<file path="src/sv/texture_upload_chunk_planner_defines.svh">
// assertion macros for the texture upload chunk planner
`ifndef TEXTURE_UPLOAD_CHUNK_PLANNER_DEFINES_SVH
`define TEXTURE_UPLOAD_CHUNK_PLANNER_DEFINES_SVH

// condition implies consequence in the same cycle
`define TUCP_ASSERT_NOW(label, cond, cons) \
  label: assert property (@(posedge clk) disable iff (!rst_n) (cond) |-> (cons)) \
    else $error("tucp check failed");

// condition implies consequence in the next cycle
`define TUCP_ASSERT_NEXT(label, cond, cons) \
  label: assert property (@(posedge clk) disable iff (!rst_n) (cond) |=> (cons)) \
    else $error("tucp check failed");

`endif

</file>
<file path="src/sv/tucp_pkg.sv">
// shared types, constants and helpers of the texture upload chunk planner
package tucp_pkg;

  localparam int MAX_DIM_LOG2 = 14;
  localparam int MAX_LAYERS   = 2048;
  localparam int DIM_W        = MAX_DIM_LOG2 + 1;
  localparam int CUR_W        = MAX_DIM_LOG2;
  localparam int DIV_STEPS    = 32;
  localparam int CNT_W        = $clog2(DIV_STEPS);

  // register indexes
  localparam logic [2:0] CFG_BYTES_PER_UNIT = 3'd0;
  localparam logic [2:0] CFG_COMPRESSED     = 3'd1;
  localparam logic [2:0] CFG_FULL_WIDTH     = 3'd2;
  localparam logic [2:0] CFG_FULL_HEIGHT    = 3'd3;
  localparam logic [2:0] CFG_FULL_DEPTH     = 3'd4;
  localparam logic [2:0] CFG_LAYER_TOTAL    = 3'd5;
  localparam logic [2:0] CFG_MIP_TOTAL      = 3'd6;

  typedef enum logic [0:0] {
    ALU_MUL = 1'b0,
    ALU_DIV = 1'b1
  } alu_op_t;

  // mul: a times b[15:0]; div: a[31:0] over b
  typedef struct packed {
    logic        start;
    alu_op_t     op;
    logic [63:0] a;
    logic [63:0] b;
  } alu_req_t;

  typedef struct packed {
    logic        done;
    logic [63:0] value;
  } alu_rsp_t;

  // level size along one axis, capped and never below one
  function automatic logic [DIM_W-1:0] level_dim(input logic [DIM_W-1:0] full,
                                                 input logic [3:0] mip);
    logic [DIM_W-1:0] cap;
    logic [DIM_W-1:0] v;
    cap = (full > DIM_W'(1 << MAX_DIM_LOG2)) ? DIM_W'(1 << MAX_DIM_LOG2) : full;
    v = cap >> mip;
    return (v == '0) ? DIM_W'(1) : v;
  endfunction

  // texel count or 4x4 block count along one axis
  function automatic logic [DIM_W-1:0] block_dim(input logic [DIM_W-1:0] dim,
                                                 input logic comp);
    logic [DIM_W:0] up;
    up = {1'b0, dim} + (DIM_W+1)'(3);
    return comp ? up[DIM_W:2] : dim;
  endfunction

endpackage

</file>
<file path="src/sv/tucp_alu.sv">
// shared multi-cycle multiply and divide unit built around one 64-bit adder
module tucp_alu (
  input  logic              clk,
  input  logic              rst_n,
  input  tucp_pkg::alu_req_t req,
  output tucp_pkg::alu_rsp_t rsp
);

  logic                       busy_r;
  tucp_pkg::alu_op_t          op_r;
  logic [63:0]                acc_r;
  logic [63:0]                opa_r;
  logic [31:0]                mlt_r;
  logic [tucp_pkg::CNT_W-1:0] cnt_r;
  logic                       done_r;
  logic [63:0]                res_r;

  logic [63:0] add_x;
  logic [63:0] add_y;
  logic        add_cin;
  logic [64:0] sum;
  logic        qbit;

  // shared adder: add for multiply, trial subtract for divide
  assign add_x   = (op_r == tucp_pkg::ALU_DIV) ? {acc_r[62:0], mlt_r[31]} : acc_r;
  assign add_y   = (op_r == tucp_pkg::ALU_DIV) ? ~opa_r : opa_r;
  assign add_cin = (op_r == tucp_pkg::ALU_DIV);
  assign sum     = {1'b0, add_x} + {1'b0, add_y} + {64'd0, add_cin};
  assign qbit    = sum[64];

  // control
  always_ff @(posedge clk) begin
    if (!rst_n) begin
      busy_r <= 1'b0;
      done_r <= 1'b0;
    end else begin
      done_r <= 1'b0;
      if (!busy_r && req.start) begin
        busy_r <= 1'b1;
      end else if (busy_r) begin
        if (op_r == tucp_pkg::ALU_MUL) begin
          if (mlt_r == '0) begin
            busy_r <= 1'b0;
            done_r <= 1'b1;
          end
        end else if (cnt_r == tucp_pkg::CNT_W'(tucp_pkg::DIV_STEPS - 1)) begin
          busy_r <= 1'b0;
          done_r <= 1'b1;
        end
      end
    end
  end

  // datapath: one shift-add or one restoring step a cycle
  always_ff @(posedge clk) begin
    if (!busy_r && req.start) begin
      op_r  <= req.op;
      acc_r <= '0;
      cnt_r <= '0;
      if (req.op == tucp_pkg::ALU_MUL) begin
        opa_r <= req.a;
        mlt_r <= {16'd0, req.b[15:0]};
      end else begin
        opa_r <= req.b;
        mlt_r <= req.a[31:0];
      end
    end else if (busy_r) begin
      if (op_r == tucp_pkg::ALU_MUL) begin
        if (mlt_r == '0) begin
          res_r <= acc_r;
        end else begin
          if (mlt_r[0]) begin
            acc_r <= sum[63:0];
          end
          opa_r <= {opa_r[62:0], 1'b0};
          mlt_r <= {1'b0, mlt_r[31:1]};
        end
      end else begin
        acc_r <= qbit ? sum[63:0] : add_x;
        mlt_r <= {mlt_r[30:0], qbit};
        cnt_r <= cnt_r + tucp_pkg::CNT_W'(1);
        if (cnt_r == tucp_pkg::CNT_W'(tucp_pkg::DIV_STEPS - 1)) begin
          res_r <= {32'd0, mlt_r[30:0], qbit};
        end
      end
    end
  end

  assign rsp.done  = done_r;
  assign rsp.value = res_r;

endmodule

</file>
<file path="src/sv/texture_upload_chunk_planner.sv">
// texture upload chunk planner: one request in, one chunk plan out
// sequence: a partial chunk takes four multiplies, a 32-step divide and a
//   byte multiply on the shared unit; a whole-mip walk adds up to four
//   multiplies per extra mip level; a finished request is answered from idle
// throughput: one request at a time, next accepted once the result is taken
// reset: synchronous active-low rst_n restores register defaults and the cursor
`include "texture_upload_chunk_planner_defines.svh"
module texture_upload_chunk_planner (
  input  logic        clk,
  input  logic        rst_n,
  input  logic        cfg_valid,
  output logic        cfg_ready,
  input  logic [2:0]  cfg_index,
  input  logic [14:0] cfg_data,
  input  logic        in_valid,
  output logic        in_ready,
  input  logic [31:0] in_budget_bytes,
  output logic        out_valid,
  input  logic        out_ready,
  output logic [3:0]  out_base_mip,
  output logic [3:0]  out_mip_span,
  output logic [10:0] out_base_layer,
  output logic [11:0] out_layer_span,
  output logic [13:0] out_origin_x,
  output logic [13:0] out_origin_y,
  output logic [13:0] out_origin_z,
  output logic [14:0] out_region_width,
  output logic [14:0] out_region_height,
  output logic [14:0] out_region_depth,
  output logic [31:0] out_chunk_bytes,
  output logic        out_finished
);

  localparam int DW = tucp_pkg::DIM_W;
  localparam int CW = tucp_pkg::CUR_W;

  typedef enum logic [6:0] {
    S_IDLE     = 7'b0000001,
    S_LVL_GO   = 7'b0000010,
    S_LVL_WAIT = 7'b0000100,
    S_PLAN     = 7'b0001000,
    S_DIV_WAIT = 7'b0010000,
    S_MUL_WAIT = 7'b0100000,
    S_WALK     = 7'b1000000
  } state_t;

  typedef enum logic [3:0] {
    BR_LAYER = 4'b0001,
    BR_SLICE = 4'b0010,
    BR_ROW   = 4'b0100,
    BR_COL   = 4'b1000
  } branch_t;

  // configuration
  logic [4:0]    bpu_r;
  logic          comp_r;
  logic [DW-1:0] full_w_r;
  logic [DW-1:0] full_h_r;
  logic [DW-1:0] full_d_r;
  logic [11:0]   layer_total_r;
  logic [3:0]    mip_total_r;

  // cursor
  logic [3:0]    cursor_mip_r;
  logic          all_done_r;
  logic [10:0]   cursor_layer_r;
  logic [CW-1:0] cursor_z_r;
  logic [CW-1:0] cursor_y_r;
  logic [CW-1:0] cursor_x_r;

  // sequencer
  state_t        state_r;
  branch_t       br_r;
  logic [31:0]   size_r;
  logic [3:0]    mip_sel_r;
  logic [1:0]    lvl_k_r;
  logic          walk_r;
  logic [18:0]   row_r;
  logic [32:0]   slice_r;
  logic [46:0]   layer_r;
  logic [57:0]   mip_r;
  logic [DW-1:0] tw_r;
  logic [DW-1:0] th_r;
  logic [DW-1:0] td_r;
  logic [46:0]   unit_r;
  logic [DW-1:0] n_r;
  logic [31:0]   total_r;
  logic [3:0]    span_r;
  logic [3:0]    cur_r;
  logic          wdone_r;

  // output word
  logic          out_valid_r;
  logic [3:0]    o_base_mip_r;
  logic [3:0]    o_mip_span_r;
  logic [10:0]   o_base_layer_r;
  logic [11:0]   o_layer_span_r;
  logic [CW-1:0] o_x_r;
  logic [CW-1:0] o_y_r;
  logic [CW-1:0] o_z_r;
  logic [DW-1:0] o_w_r;
  logic [DW-1:0] o_h_r;
  logic [DW-1:0] o_d_r;
  logic [31:0]   o_bytes_r;
  logic          o_fin_r;

  tucp_pkg::alu_req_t alu_req;
  tucp_pkg::alu_rsp_t alu_rsp;

  logic [4:0]    ts_eff;
  logic [11:0]   lt_eff;
  logic [DW-1:0] tw_c;
  logic [DW-1:0] th_c;
  logic [DW-1:0] td_c;
  logic [DW-1:0] bw_c;
  logic [DW-1:0] bh_c;
  logic [63:0]   size64;
  logic          cur_nz;
  logic          whole;
  branch_t       plan_br;
  logic [46:0]   plan_div;
  logic [3:0]    restart_mip;
  logic          in_acc;
  logic          cfg_acc;

  logic [DW-1:0] left;
  logic [DW:0]   left_up;
  logic [DW-1:0] bl;
  logic [DW-1:0] nb;
  logic [DW+1:0] nb4;
  logic [DW-1:0] n_c;
  logic [31:0]   q;
  logic          blocky;

  logic [DW:0]   cx_t;
  logic [DW:0]   cy_t;
  logic [DW:0]   cz_t;
  logic [12:0]   cl_t;
  logic          mip_wrap;

  logic [63:0]   walk_sum;
  logic          walk_go;

  tucp_alu u_alu (
    .clk   (clk),
    .rst_n (rst_n),
    .req   (alu_req),
    .rsp   (alu_rsp)
  );

  // effective register values
  assign ts_eff = (bpu_r == '0) ? 5'd1 : ((bpu_r > 5'd16) ? 5'd16 : bpu_r);
  assign lt_eff = (layer_total_r == '0) ? 12'd1 :
                  ((layer_total_r > 12'(tucp_pkg::MAX_LAYERS)) ?
                   12'(tucp_pkg::MAX_LAYERS) : layer_total_r);

  // level sizes of the selected mip
  assign tw_c = tucp_pkg::level_dim(full_w_r, mip_sel_r);
  assign th_c = tucp_pkg::level_dim(full_h_r, mip_sel_r);
  assign td_c = tucp_pkg::level_dim(full_d_r, mip_sel_r);
  assign bw_c = tucp_pkg::block_dim(tw_c, comp_r);
  assign bh_c = tucp_pkg::block_dim(th_c, comp_r);

  assign size64 = {32'd0, size_r};
  assign cur_nz = (cursor_layer_r != '0) || (cursor_z_r != '0) ||
                  (cursor_y_r != '0) || (cursor_x_r != '0);
  assign whole  = !cur_nz && !(size64 < {6'd0, mip_r});

  // pick the coarsest unit that fits from the cursor
  always_comb begin
    plan_br  = BR_COL;
    plan_div = {42'd0, ts_eff};
    if ((cursor_z_r != '0) || (cursor_y_r != '0) || (cursor_x_r != '0) ||
        (size64 < {17'd0, layer_r})) begin
      if ((cursor_y_r != '0) || (cursor_x_r != '0) || (size64 < {31'd0, slice_r})) begin
        if ((cursor_x_r == '0) && !(size64 < {45'd0, row_r})) begin
          plan_br  = BR_ROW;
          plan_div = {28'd0, row_r};
        end
      end else begin
        plan_br  = BR_SLICE;
        plan_div = {14'd0, slice_r};
      end
    end else begin
      plan_br  = BR_LAYER;
      plan_div = layer_r;
    end
  end

  // unit count from the quotient and what is left of the level
  assign q      = alu_rsp.value[31:0];
  assign blocky = comp_r && ((br_r == BR_ROW) || (br_r == BR_COL));
  always_comb begin
    unique case (br_r)
      BR_LAYER: left = DW'(lt_eff) - DW'(cursor_layer_r);
      BR_SLICE: left = td_r - {1'b0, cursor_z_r};
      BR_ROW:   left = th_r - {1'b0, cursor_y_r};
      BR_COL:   left = tw_r - {1'b0, cursor_x_r};
      default:  left = '0;
    endcase
  end
  assign left_up = {1'b0, left} + (DW+1)'(3);
  assign bl      = blocky ? left_up[DW:2] : left;
  assign nb      = ({17'd0, bl} < q) ? bl : q[DW-1:0];
  assign nb4     = {nb, 2'b00};
  assign n_c     = !blocky ? nb : ((nb4 < {2'b00, left}) ? nb4[DW-1:0] : left);

  // cursor advance with carries into row, slice, layer and mip
  always_comb begin
    cx_t = {1'b0, 1'b0, cursor_x_r} + ((br_r == BR_COL) ? {1'b0, n_r} : '0);
    cy_t = {1'b0, 1'b0, cursor_y_r} + ((br_r == BR_ROW) ? {1'b0, n_r} : '0);
    cz_t = {1'b0, 1'b0, cursor_z_r} + ((br_r == BR_SLICE) ? {1'b0, n_r} : '0);
    cl_t = {2'b00, cursor_layer_r} + ((br_r == BR_LAYER) ? n_r[12:0] : '0);
    mip_wrap = 1'b0;
    if (cx_t >= {1'b0, tw_r}) begin
      cx_t = '0;
      cy_t = cy_t + (comp_r ? (DW+1)'(4) : (DW+1)'(1));
    end
    if (cy_t >= {1'b0, th_r}) begin
      cy_t = '0;
      cz_t = cz_t + (DW+1)'(1);
    end
    if (cz_t >= {1'b0, td_r}) begin
      cz_t = '0;
      cl_t = cl_t + 13'd1;
    end
    if (cl_t >= {1'b0, lt_eff}) begin
      cl_t = '0;
      mip_wrap = 1'b1;
    end
  end

  // whole-mip walk
  assign walk_sum = {32'd0, total_r} + {6'd0, mip_r};
  assign walk_go  = !wdone_r && !(walk_sum > size64);

  // shared unit requests
  always_comb begin
    alu_req.start = 1'b0;
    alu_req.op    = tucp_pkg::ALU_MUL;
    alu_req.a     = '0;
    alu_req.b     = '0;
    unique case (state_r)
      S_LVL_GO: begin
        alu_req.start = 1'b1;
        case (lvl_k_r)
          2'd0: begin
            alu_req.a = {59'd0, ts_eff};
            alu_req.b = {49'd0, bw_c};
          end
          2'd1: begin
            alu_req.a = {45'd0, row_r};
            alu_req.b = {49'd0, bh_c};
          end
          2'd2: begin
            alu_req.a = {31'd0, slice_r};
            alu_req.b = {49'd0, td_c};
          end
          default: begin
            alu_req.a = {17'd0, layer_r};
            alu_req.b = {52'd0, lt_eff};
          end
        endcase
      end
      S_PLAN: begin
        alu_req.start = !whole;
        alu_req.op    = tucp_pkg::ALU_DIV;
        alu_req.a     = size64;
        alu_req.b     = {17'd0, plan_div};
      end
      S_DIV_WAIT: begin
        alu_req.start = alu_rsp.done;
        alu_req.a     = {17'd0, unit_r};
        alu_req.b     = {49'd0, nb};
      end
      default: begin
        alu_req.start = 1'b0;
      end
    endcase
  end

  assign in_ready  = (state_r == S_IDLE) && !out_valid_r;
  assign cfg_ready = 1'b1;
  assign in_acc    = in_valid && in_ready;
  assign cfg_acc   = cfg_valid && cfg_ready;
  assign restart_mip = ((cfg_index == tucp_pkg::CFG_MIP_TOTAL) ? cfg_data[3:0] : mip_total_r);

  // configuration registers and cursor
  always_ff @(posedge clk) begin
    if (!rst_n) begin
      bpu_r          <= 5'd4;
      comp_r         <= 1'b0;
      full_w_r       <= DW'(1);
      full_h_r       <= DW'(1);
      full_d_r       <= DW'(1);
      layer_total_r  <= 12'd1;
      mip_total_r    <= 4'd1;
      cursor_mip_r   <= '0;
      all_done_r     <= 1'b0;
      cursor_layer_r <= '0;
      cursor_z_r     <= '0;
      cursor_y_r     <= '0;
      cursor_x_r     <= '0;
    end else if (cfg_acc && (cfg_index != 3'd7)) begin
      case (cfg_index)
        tucp_pkg::CFG_BYTES_PER_UNIT: bpu_r         <= cfg_data[4:0];
        tucp_pkg::CFG_COMPRESSED:     comp_r        <= cfg_data[0];
        tucp_pkg::CFG_FULL_WIDTH:     full_w_r      <= cfg_data;
        tucp_pkg::CFG_FULL_HEIGHT:    full_h_r      <= cfg_data;
        tucp_pkg::CFG_FULL_DEPTH:     full_d_r      <= cfg_data;
        tucp_pkg::CFG_LAYER_TOTAL:    layer_total_r <= cfg_data[11:0];
        default:                      mip_total_r   <= cfg_data[3:0];
      endcase
      cursor_mip_r   <= (restart_mip == '0) ? 4'd0 : restart_mip - 4'd1;
      all_done_r     <= 1'b0;
      cursor_layer_r <= '0;
      cursor_z_r     <= '0;
      cursor_y_r     <= '0;
      cursor_x_r     <= '0;
    end else if ((state_r == S_MUL_WAIT) && alu_rsp.done) begin
      cursor_x_r     <= cx_t[CW-1:0];
      cursor_y_r     <= cy_t[CW-1:0];
      cursor_z_r     <= cz_t[CW-1:0];
      cursor_layer_r <= cl_t[10:0];
      if (mip_wrap) begin
        if (cursor_mip_r == '0) begin
          all_done_r <= 1'b1;
        end else begin
          cursor_mip_r <= cursor_mip_r - 4'd1;
        end
      end
    end else if ((state_r == S_WALK) && !walk_go) begin
      cursor_mip_r <= cur_r;
      all_done_r   <= wdone_r;
    end
  end

  // sequencer control
  always_ff @(posedge clk) begin
    if (!rst_n) begin
      state_r     <= S_IDLE;
      out_valid_r <= 1'b0;
    end else begin
      if (out_valid_r && out_ready) begin
        out_valid_r <= 1'b0;
      end
      unique case (state_r)
        S_IDLE: begin
          if (in_acc) begin
            if (all_done_r) begin
              out_valid_r <= 1'b1;
            end else begin
              state_r <= S_LVL_GO;
            end
          end
        end
        S_LVL_GO: state_r <= S_LVL_WAIT;
        S_LVL_WAIT: begin
          if (alu_rsp.done) begin
            if (lvl_k_r != 2'd3) begin
              state_r <= S_LVL_GO;
            end else if (walk_r) begin
              state_r <= S_WALK;
            end else begin
              state_r <= S_PLAN;
            end
          end
        end
        S_PLAN: state_r <= whole ? S_WALK : S_DIV_WAIT;
        S_DIV_WAIT: begin
          if (alu_rsp.done) begin
            state_r <= S_MUL_WAIT;
          end
        end
        S_MUL_WAIT: begin
          if (alu_rsp.done) begin
            state_r     <= S_IDLE;
            out_valid_r <= 1'b1;
          end
        end
        S_WALK: begin
          if (walk_go) begin
            if (cur_r != '0) begin
              state_r <= S_LVL_GO;
            end
          end else begin
            state_r     <= S_IDLE;
            out_valid_r <= 1'b1;
          end
        end
        default: state_r <= S_IDLE;
      endcase
    end
  end

  // sequencer datapath
  always_ff @(posedge clk) begin
    unique case (state_r)
      S_IDLE: begin
        if (in_acc) begin
          size_r    <= in_budget_bytes;
          mip_sel_r <= cursor_mip_r;
          lvl_k_r   <= 2'd0;
          walk_r    <= 1'b0;
          if (all_done_r) begin
            o_base_mip_r   <= '0;
            o_mip_span_r   <= '0;
            o_base_layer_r <= '0;
            o_layer_span_r <= '0;
            o_x_r          <= '0;
            o_y_r          <= '0;
            o_z_r          <= '0;
            o_w_r          <= '0;
            o_h_r          <= '0;
            o_d_r          <= '0;
            o_bytes_r      <= '0;
            o_fin_r        <= 1'b1;
          end
        end
      end
      S_LVL_WAIT: begin
        if (alu_rsp.done) begin
          case (lvl_k_r)
            2'd0:    row_r   <= alu_rsp.value[18:0];
            2'd1:    slice_r <= alu_rsp.value[32:0];
            2'd2:    layer_r <= alu_rsp.value[46:0];
            default: mip_r   <= alu_rsp.value[57:0];
          endcase
          lvl_k_r <= lvl_k_r + 2'd1;
        end
      end
      S_PLAN: begin
        tw_r           <= tw_c;
        th_r           <= th_c;
        td_r           <= td_c;
        br_r           <= plan_br;
        unit_r         <= plan_div;
        total_r        <= '0;
        span_r         <= '0;
        cur_r          <= mip_sel_r;
        wdone_r        <= 1'b0;
        o_base_mip_r   <= mip_sel_r;
        o_mip_span_r   <= 4'd1;
        o_base_layer_r <= cursor_layer_r;
        o_layer_span_r <= 12'd1;
        o_x_r          <= cursor_x_r;
        o_y_r          <= cursor_y_r;
        o_z_r          <= cursor_z_r;
      end
      S_DIV_WAIT: begin
        if (alu_rsp.done) begin
          n_r <= n_c;
        end
      end
      S_MUL_WAIT: begin
        if (alu_rsp.done) begin
          o_bytes_r <= alu_rsp.value[31:0];
          o_fin_r   <= mip_wrap && (cursor_mip_r == '0);
          unique case (br_r)
            BR_LAYER: begin
              o_layer_span_r <= n_r[11:0];
              o_w_r <= tw_r;
              o_h_r <= th_r;
              o_d_r <= td_r;
            end
            BR_SLICE: begin
              o_w_r <= tw_r;
              o_h_r <= th_r;
              o_d_r <= n_r;
            end
            BR_ROW: begin
              o_w_r <= tw_r;
              o_h_r <= n_r;
              o_d_r <= DW'(1);
            end
            BR_COL: begin
              o_w_r <= n_r;
              o_h_r <= comp_r ? DW'(4) : DW'(1);
              o_d_r <= DW'(1);
            end
            default: o_d_r <= DW'(1);
          endcase
        end
      end
      S_WALK: begin
        if (walk_go) begin
          total_r <= walk_sum[31:0];
          span_r  <= span_r + 4'd1;
          if (cur_r == '0) begin
            wdone_r <= 1'b1;
          end else begin
            cur_r     <= cur_r - 4'd1;
            mip_sel_r <= cur_r - 4'd1;
            lvl_k_r   <= 2'd0;
            walk_r    <= 1'b1;
          end
        end else begin
          o_mip_span_r   <= span_r;
          o_layer_span_r <= lt_eff;
          o_w_r          <= tw_r;
          o_h_r          <= th_r;
          o_d_r          <= td_r;
          o_bytes_r      <= total_r;
          o_fin_r        <= wdone_r;
        end
      end
      default: begin
        lvl_k_r <= lvl_k_r;
      end
    endcase
  end

  assign out_valid         = out_valid_r;
  assign out_base_mip      = o_base_mip_r;
  assign out_mip_span      = o_mip_span_r;
  assign out_base_layer    = o_base_layer_r;
  assign out_layer_span    = o_layer_span_r;
  assign out_origin_x      = o_x_r;
  assign out_origin_y      = o_y_r;
  assign out_origin_z      = o_z_r;
  assign out_region_width  = o_w_r;
  assign out_region_height = o_h_r;
  assign out_region_depth  = o_d_r;
  assign out_chunk_bytes   = o_bytes_r;
  assign out_finished      = o_fin_r;

  // checks
  `TUCP_ASSERT_NOW(a_chunk_fits, out_valid_r, o_bytes_r <= size_r)
  `TUCP_ASSERT_NEXT(a_busy_after_accept, in_acc, !in_ready)
  `TUCP_ASSERT_NOW(a_alu_done_expected, alu_rsp.done, (state_r == S_LVL_WAIT) || (state_r == S_DIV_WAIT) || (state_r == S_MUL_WAIT))

endmodule
</file>
<file path="config.mk">
export PLATFORM = sky130hd
export DESIGN_NAME = texture_upload_chunk_planner
export DESIGN_NICKNAME = d
export VERILOG_FILES = /design/src/sv/tucp_pkg.sv /design/src/sv/tucp_alu.sv /design/src/sv/texture_upload_chunk_planner.sv
export VERILOG_INCLUDE_DIRS = /design/src /design/src/sv
export SDC_FILE = /design/constraint.sdc
export NUM_CORES = 2
export LEC_CHECK = 0
export BUFFER_PORTS_ARGS = -buffer_cell sky130_fd_sc_hd__buf_2
export CAP_MARGIN = 20
export CELL_PAD_IN_SITES_DETAIL_PLACEMENT = 1
export CELL_PAD_IN_SITES_GLOBAL_PLACEMENT = 2
export CORE_ASPECT_RATIO = 1.1
export CORE_MARGIN = 4
export CORE_UTILIZATION = 35
export CTS_CLUSTER_SIZE = 16
export DETAILED_ROUTE_END_ITERATION = 6
export PLACE_DENSITY = 0.82
export SYNTH_ARGS = -nofsm -noshare
export SYNTH_HDL_FRONTEND = slang
export SYNTH_SLANG_ARGS = --single-unit
</file>
<file path="constraint.sdc">
create_clock -name clk -period 24.3 [get_ports clk]
set_clock_uncertainty 0.2 [all_clocks]
set_input_delay 2.43 -clock clk [delete_from_list [all_inputs] [get_ports clk]]
set_output_delay 2.43 -clock clk [all_outputs]
set_load 0.01 [all_outputs]
</file>
==> summary.md <==
| Metric | Value |
|---|---|
| Top-area cell type share of the netlist area | 33.6% |
| RSZ-0062 raised after global routing | false |
| Chip width | 397 um |
| Max-slew violation count | 0 |
| Effective utilization at floorplan | 35.4% |
| Vias | 51200 |
| Rows | 156 |
| Fin crit period | 13.22 ns |
| Max-cap viol count | 0 |
| Crit-path max cell delay | 0.92 ns |
| Ys flop type | edfxtp_1 |
| Grt ovf | 0 |
| DR vias/cell | 5.89 |
| Vias in the first global route | 52400 |
| Setup WS pre-CTS | 11.21 ns |
| Crit. Startpoint | br_r[0] |
| Crit Path Max Fanout | 15 |
| Mapped Area | 0.0584 mm^2 |
| Setup slack after layout | 11.08 ns |
| DRC Markers | 0 |
| CTS tree | built |
| Post-Route WL | 234 mm |
| Dominant cell type by area after synthesis | edfxtp_1 |
| TritonRoute pass-1 iters | 5 |
| Syn. warnings | 0 |
| Critical hold path startpoint | u_alu.res_r[51] |
| Final period utilization | 54.4% |
| IO Pins | 209 |
| Post-Syn Instances | 6308 |
| Starting DRT DRC Count | 3849 |
| Max IR drop VDD | 0.0716 mV |
| Slew margin rel. | 20.3% |
| Die area | 0.173 mm^2 |
| Max clock buf depth | 3 |
| Final Setup Violations | 0 |
| Peak Freq | 0.0756 GHz |
| Area contributors post-synth | edfxtp_1 (34%), ha_1 (9.5%), dfxtp_1 (7.0%) |
| Worst setup EP type | flip-flop |
| Worst r2r src | br_r[0] |
| Critical path arrival | 13.70 ns |
| Setup TNS | 0 ns |
| P&R area growth vs syn | 12.1% |
| Seq/Total Area, Yosys | 40.6% |
| Hpwl dp | 177 mm |
| GRT Util Overall | 26.2% |
| Fill count | 19000 |
| Largest net degree at the start of global routing | 83 |
| Htree depth | 3 |
| EDFF count, synth | 654 |
| CP bufs+invs | 3 |
| CTS resizes | 0 |
| Wire length per cell | 27.0 um |
| Async SR Flop Fraction | 0% |
| Clk sink count | 858 |
| Slew @ Worst Pin | 1.17 ns |
| Synthesized flop and latch total | 858 |
| Core Area | 0.165 mm^2 |
| Layout Nets | 6899 |
| Critical path class | reg2reg |
| First-pass GRT wire length | 346 mm |
| Layout cells sized above 1 | 9.43% |
| GPL Wtd Cong | 0.979 |
| TritonCTS buffer count | 103 |
| Post-CTS setup buffers | 0 |
| Final hold viol count | 0 |
| Slowest CP cell | nor4b_4 |
| Post-synth cell types | 105 |
| Critical path's top delay family | compound AO/OA/AOI/OAI gates |
| Hold Path Class | reg2reg |
| Overall power | 5.33 mW |
| Status | finished clean |
| Leakage power | 25.7 nW |
| PD cells | 81.3 mW/mm^2 |
| Clk slew on worst S/H paths | 0.06 ns |
| Synthesized area per cell | 9.26 um^2 |
| CP Launch Type | flip-flop |
| Die Ht | 436 um |
| WP data required | 24.78 ns |
| Initial antenna violation count | 12 |
| PortBufs | 207 |
| Clock latency at the later pin of the worst-skew pair | 0.78 ns |
| Root buffer cell | clkbuf_16 |
| CTS Hold Buffers Added | 0 |
| ANT nets after route | 0 |
## routing by layer
| layer | wire length, um | share of wire (%) | track usage [%] | up-vias |
|---|---|---|---|---|
| li1 | - | - | - | 23400 |
| met1 | 94900 | 40 | 32.2 | 25600 |
| met2 | 112000 | 48 | 44.8 | 1717 |
| met4 | 14800 | 6.3 | 14.4 | 2 |
| met5 | 16 | 0.0068 | 0 | - |
| met3 | 12900 | 5.5 | 3.11 | 495 |
## final cells by class
class                   instances  area, um^2  area share (%)
clock inverters                68         913            1.39
diodes                          4        10.0          0.0153
inverters                     373        1410            2.15
flip-flops and latches        858       23700            36.2
repair buffers                290        1670            2.55
multi-input cells            4764       32200            49.2
clock buffers                 127        2780            4.25
well taps                    2212        2770            4.23
## registers in the layout (all words and copies together) (netlist names), 33 cells and up
name         cells
layer_r         47
mip_r           58
slice_r         33
u_alu.acc_r     64
u_alu.res_r     58
u_alu.opa_r     64
unit_r          47
## report_power, final
part,switching (mW),internal (mW),leakage [nW]
registers,0.168,1.79,7.47
logic,1.06,0.602,16.4
clock network,0.707,1.00,1.77
## synthesized netlist by cell type, drive strengths merged (139+ instances only)
cell type,instances
clkbuf,270
dfxtp,204
edfxtp,654
and2,146
nor2,422
inv,370
ha,444
nand2,753
a21oi,362
a21o,197
xor2,139
o21ai,395
## worst paths after layout
check / end / slack, ns / cells after the start
hold reg to reg: mip_r[51] / 0.22 / 0
hold / removal: mip_r[51] / 0.22 / 0
setup / recovery: cursor_mip_r[3] / 11.08 / 59
setup reg to reg: cursor_mip_r[3] / 11.08 / 59
## cells in the final DEF (no fill, tap or decap), types with 47 or more instances in the layout
master     netlist  final
a211oi_1        66     65
a21boi_0        72     71
a21o_1         197    197
a21oi_1        360    358
a221oi_1        59     59
a22o_1          67     67
a22oi_1         63     63
a31oi_1         79     79
and2_1         146    145
buf_2           16    207
buf_4            5     80
clkbuf_16        0    105
dfxtp_1        204    204
edfxtp_1       654    654
ha_1           444    442
inv_1          369    366
mux2i_1        114    114
nand2_1        752    749
nand2b_1        88     88
nand3_1        130    129
nand4_1         78     78
nor2_1         422    419
nor2b_1         84     83
nor3_1          98     97
nor4_1          70     70
o211ai_1        47     47
o21a_1          70     68
o21ai_0        378    376
xnor2_1        127    127
xor2_1         139    139
## per-stage QoR
step,hold slack (ns),cell area (um^2),util (%),cells
after floorplan,0.200,58400,-,6322
after global placement,0.205,61700,37.4,8493
after detailed placement,0.206,61800,37.4,8494
after CTS,0.220,65400,39.6,8689
after global routing,0.226,65500,39.7,8692
final,0.220,65500,39.7,8696
## cells by family after synthesis
logic type      Yosys count  synth area share, %
fa+ha+maj               454                 9.86
other cells               2               0.0129
flops                   858                 40.6
xor+xnor                266                 3.99
simple gates           2066                 17.0
compound gates         1795                 20.7
mux                     167                 3.23
buf+inv                 700                 4.59
Power figures use the tool's default switching activity.
